File: config.mk
export PLATFORM = sky130hd
export DESIGN_NAME = calc_ctrl
export DESIGN_NICKNAME = d
export VERILOG_FILES = /design/src/hw/rtl/calc_pkg.sv /design/src/hw/rtl/calc_ctrl.sv
export SDC_FILE = /design/constraint.sdc
export NUM_CORES = 1
export LEC_CHECK = 0
export BUFFER_PORTS_ARGS = -buffer_cell sky130_fd_sc_hd__buf_2
export CORE_AREA = 2 2 39 41
export DETAILED_ROUTE_END_ITERATION = 10
export DIE_AREA = 0 0 41 43
export PLACE_DENSITY = 0.64
export SYNTH_ARGS = -nofsm -noshare
export SYNTH_HDL_FRONTEND = slang
export SYNTH_SLANG_ARGS = --single-unit
File: constraint.sdc
create_clock -name clk -period 2.85 [get_ports clk]
set_input_delay 0 -clock clk [delete_from_list [all_inputs] [get_ports clk]]
set_output_delay 0 -clock clk [all_outputs]
set_load 0.05 [all_outputs]
File: src/hw/rtl/calc_pkg.sv
// Package: operation codes, widths and the controller/datapath command and status types.
package calc_pkg;

	localparam int OperandWidth = 32;
	localparam int ValueWidth   = 64;
	localparam int OpWidth      = 3;
	// divide numerator: 2*|a|*100 plus |b| fits in 41 bits
	localparam int NumWidth     = 41;
	localparam int DivSteps     = NumWidth;
	localparam int DivCntWidth  = $clog2(DivSteps + 1);
	localparam int ExpCntWidth  = $clog2(OperandWidth + 1);

	typedef enum logic [OpWidth-1:0] {
		OP_ADD = 3'd0,
		OP_SUB = 3'd1,
		OP_MUL = 3'd2,
		OP_DIV = 3'd3,
		OP_POW = 3'd4,
		OP_MOD = 3'd5,
		OP_BAD6 = 3'd6,
		OP_BAD7 = 3'd7
	} op_t;

	typedef struct packed {
		logic load;       // capture operands, set up the selected unit
		logic div_step;   // one restoring-division bit
		logic pow_mul;    // acc *= base where the exponent bit is set
		logic pow_sq;     // base *= base, shift exponent
		logic finish;     // form the result word
	} cmd_t;

	typedef struct packed {
		logic div_done;
		logic pow_done;
		logic mul_half;   // partial product phase of a 64-bit multiply
		logic exp_lsb;    // current low bit of the exponent
	} status_t;

endpackage

File: src/hw/rtl/calc_ctrl.sv
// Controller: sequences load, divide steps, power multiplies and result handoff.
module calc_ctrl (
	input  logic              clk,
	input  logic              arst_n,
	input  logic              in_valid,
	output logic              in_ready,
	input  calc_pkg::op_t     op_in,
	output logic              out_valid,
	input  logic              out_ready,
	output calc_pkg::cmd_t    cmd,
	input  calc_pkg::status_t status
);
	typedef enum logic [5:0] {
		S_IDLE = 6'b000001,
		S_DIV  = 6'b000010,
		S_PMUL = 6'b000100,
		S_PSQ  = 6'b001000,
		S_FIN  = 6'b010000,
		S_OUT  = 6'b100000
	} state_t;

	state_t state_q, state_d;
	logic out_valid_q;
	logic out_free;

	assign out_free = !out_valid_q || out_ready;
	assign out_valid = out_valid_q;
	assign in_ready = (state_q == S_IDLE);

	always_comb begin
		state_d = state_q;
		cmd = '0;
		case (state_q)
			S_IDLE: begin
				if (in_valid) begin
					cmd.load = 1'b1;
					if (op_in == calc_pkg::OP_DIV || op_in == calc_pkg::OP_MOD)
						state_d = S_DIV;
					else if (op_in == calc_pkg::OP_POW)
						state_d = S_PMUL;
					else
						state_d = S_FIN;
				end
			end
			S_DIV: begin
				if (status.div_done) state_d = S_FIN;
				else cmd.div_step = 1'b1;
			end
			S_PMUL: begin
				if (status.pow_done) state_d = S_FIN;
				else if (!status.exp_lsb) state_d = S_PSQ;
				else begin
					cmd.pow_mul = 1'b1;
					if (status.mul_half) state_d = S_PSQ;
				end
			end
			S_PSQ: begin
				cmd.pow_sq = 1'b1;
				if (status.mul_half) state_d = S_PMUL;
			end
			S_FIN: begin
				if (out_free) begin
					cmd.finish = 1'b1;
					state_d = S_IDLE;
				end
			end
			default: state_d = S_IDLE;
		endcase
	end

	always_ff @(posedge clk or negedge arst_n) begin
		if (!arst_n) begin
			state_q <= S_IDLE;
			out_valid_q <= 1'b0;
		end else begin
			state_q <= state_d;
			if (cmd.finish) out_valid_q <= 1'b1;
			else if (out_ready) out_valid_q <= 1'b0;
		end
	end
endmodule

==> flow_metrics.env <==
export IMPL_yosys_register_bits=6
export IMPL_post_drt_via_cell_ratio=5.21
export IMPL_htree_levels=1
export IMPL_worst_setup_path_end_kind="register"
export IMPL_status="finished clean"
export IMPL_final_cells=86
export IMPL_cts_root_buf="clkbuf_4"
export IMPL_wl_um=970
export IMPL_die_w_um=41
export IMPL_gp_congestion=0.754
export IMPL_rows=14
export IMPL_critPathLaunchType="register"
export IMPL_crit_fanout=8
export IMPL_tns_ns=0
export IMPL_core_area_um2=1380
export IMPL_vdd_drop_max_v=0.000528
export IMPL_synth_edf_count=0
export IMPL_drc=0
export IMPL_period_needed_ns=1.86
export IMPL_ys_flop_type="dfrtp_1"
export IMPL_arrival_ns=2.00
export IMPL_synth_warnings=0
export IMPL_path_cells="or3_4 > nor4b_4 > a21oi_2 > o21bai_4 > mux2_4"
export IMPL_pre_cts_ws_ns=1.01
export IMPL_clkLatencyLatePin_ns=0.26
export IMPL_drive_above_1_share_pct=40.0
export IMPL_slew_viol_final=0
export IMPL_slowest_delay_ns=0.44
export IMPL_drv_cap=0
export IMPL_synth_most_common_cell="dfrtp_1"
export IMPL_multi_input_area_um2=284
export IMPL_numCtsBuffers=3
export IMPL_grt_pass1_vias=411
export IMPL_p_total_uw=546
export IMPL_grt_ovfl_total=0
export IMPL_crit_type="register to register"
export IMPL_worstMarginPinSlew_ns=0.287
export IMPL_worst_slack_ns=0.994
export IMPL_synth_area_top_cells="dfrtp_1, dfstp_2, nor4b_4"
export IMPL_grt_usage_pct=14.4
export IMPL_hold_viol=0
export IMPL_yosysTopAreaCellShare_pct=28.0
export IMPL_cts_buffer_depth=2
export IMPL_cts_sinks=6
export IMPL_drt_initial_drc_count=12
export IMPL_cts_hold_buf=2
export IMPL_die_area_um2=1760
export IMPL_crit_buf_inv=0
export IMPL_cts_repair_resized=0
export IMPL_drtPass1Iterations=4
export IMPL_r2r_slack_ns=0.99
export IMPL_worstPathRequired_ns=3.00
export IMPL_clock_fmax_mhz=539
export IMPL_grt_max_degree=10
export IMPL_routedWlPerCell_um=11.3
export IMPL_slew_limit_headroom_pct=80.8
export IMPL_netlist_area_um2=447
export IMPL_port_buffers=17
export IMPL_rsz0062_at_grt="false"
export IMPL_placed_cells=80
export IMPL_grt_pass1_wl_um=1680
export IMPL_vias=448
export IMPL_start_util_pct=32.3
export IMPL_die_h_um=43
export IMPL_final_nets=82
export IMPL_yosysUniqueCellTypes=27
export IMPL_seq_area_um2=151
export IMPL_hold_class="input port to register"
export IMPL_top_level_ports=18
export IMPL_skew_ns=0.0156
export IMPL_netlist_instances=47
export IMPL_syn_avg_cell_area_um2=9.50
export IMPL_p_per_area_nw_per_um2=913
export IMPL_ant_nets=0
export IMPL_diodes=0
export IMPL_synthToLayoutAreaGrowth_pct=33.9
export IMPL_antenna_found_initial=0
export IMPL_async_flop_share_pct=100
export IMPL_synth_net_count=58
export IMPL_cp_slowest_cell="dfrtp_1"
export IMPL_synth_largest_area_cell="dfrtp_1"
export IMPL_cts_setup_buffers=0
export IMPL_ys_seq_area_share_pct=33.9
export IMPL_cts_tree="done"
export IMPL_fill_cells=146
export IMPL_setup_viol=0
export IMPL_cpLargestDelayFamily="simple AND/OR/NAND/NOR gates"
export IMPL_dpl_hpwl_um=772
export IMPL_clkTransAtPathRegs_ns=0.06
export IMPL_leakage_uw=0.000288
export IMPL_synthTopCellsByCount="dfrtp_1, nor2_1"
export IMPL_fin_crit_sh_pct=65.1
==> metal layers <==
layer / global-route usage, % / wire length (µm) / up-vias
met3: 3.14 / 60 / 4
met1: 18.1 / 413 / 205
met2: 20.6 / 469 / 17
met4: 10.0 / 27 / 0
li1: - / - / 222
met5: 0 / 0 / -
==> layout by cell type, fill, tap and decap left out <==
cell type       n
nor3_1          1
dlygate4sd3_1   2
a21oi_2         1
o22ai_1         3
and4bb_2        1
nor2_1          4
or3_4           1
nor2b_1         1
xor2_1          2
buf_2          17
nand2_1         3
a21oi_1         2
clkbuf_4        3
o22a_2          1
nor4b_4         1
mux2_4          1
o21ai_1         1
o21bai_4        1
dfrtp_1         5
nand4bb_1       1
nand3_1         2
and2_1          1
o21ai_0         2
nand3b_1        2
inv_1           3
nand2b_1        3
clkbuf_1        1
dfstp_2         1
a31oi_1         1
o221ai_1        1
nand4b_1        1
==> final cells by class <==
class                           count  area share, %
Sequential cell                     6           25.3
Timing Repair Buffer               19           17.6
Multi-Input combinational cell     38           47.5
Clock buffer                        4           4.39
Tap cell                           16           3.35
Inverter                            3           1.88
==> cells by family after synthesis <==
group | share of synthesized area [%]
flops | 33.9
mux | 3.36
compound gates | 21.6
xor+xnor | 3.92
buf+inv | 2.52
simple gates | 34.7
==> sequential cells by signal, indices dropped and copies added, names as in the netlist <==
name,count
state_q,5
out_valid,1
==> worst paths after layout <==
kind | depth (start not counted) | end | startpoint
worst max-delay path | 5 | state_q[3]$_DFFE_PN0P_ | state_q[3]$_DFFE_PN0P_
worst min-delay path | 3 | state_q[1]$_DFFE_PN0P_ | op_in[0]
worst max register to register | 5 | state_q[3]$_DFFE_PN0P_ | state_q[3]$_DFFE_PN0P_
worst min register to register | 2 | out_valid$_DFFE_PN0P_ | out_valid$_DFFE_PN0P_
max in group asynchronous | 2 | state_q[0]$_DFFE_PN1P_ | arst_n
min in group asynchronous | 2 | state_q[3]$_DFFE_PN0P_ | arst_n
==> power breakdown <==
group	switching [µW]	leakage [µW]	internal, µW	total (µW)
clock network	36.0	0.0000150	53.3	89.4
registers	31.3	0.0000782	117	148
logic	199	0.000195	109	309
==> worst min-delay path: stages <==
cell	delay (ns)
buf_2	0.11
nand3_1	0.07
o21ai_1	0.06
==> per-stage QoR <==
step,hold slack (ns),instance area [µm²],util [%]
after detailed placement,-0.170,552,39.9
after global placement,-0.171,552,39.9
after CTS,0.0217,598,43.2
after global routing,0.0265,598,43.2
after floorplan,-0.296,447,-
final,0.0158,598,43.2
Note: power is estimated with default switching activity, not from simulation.
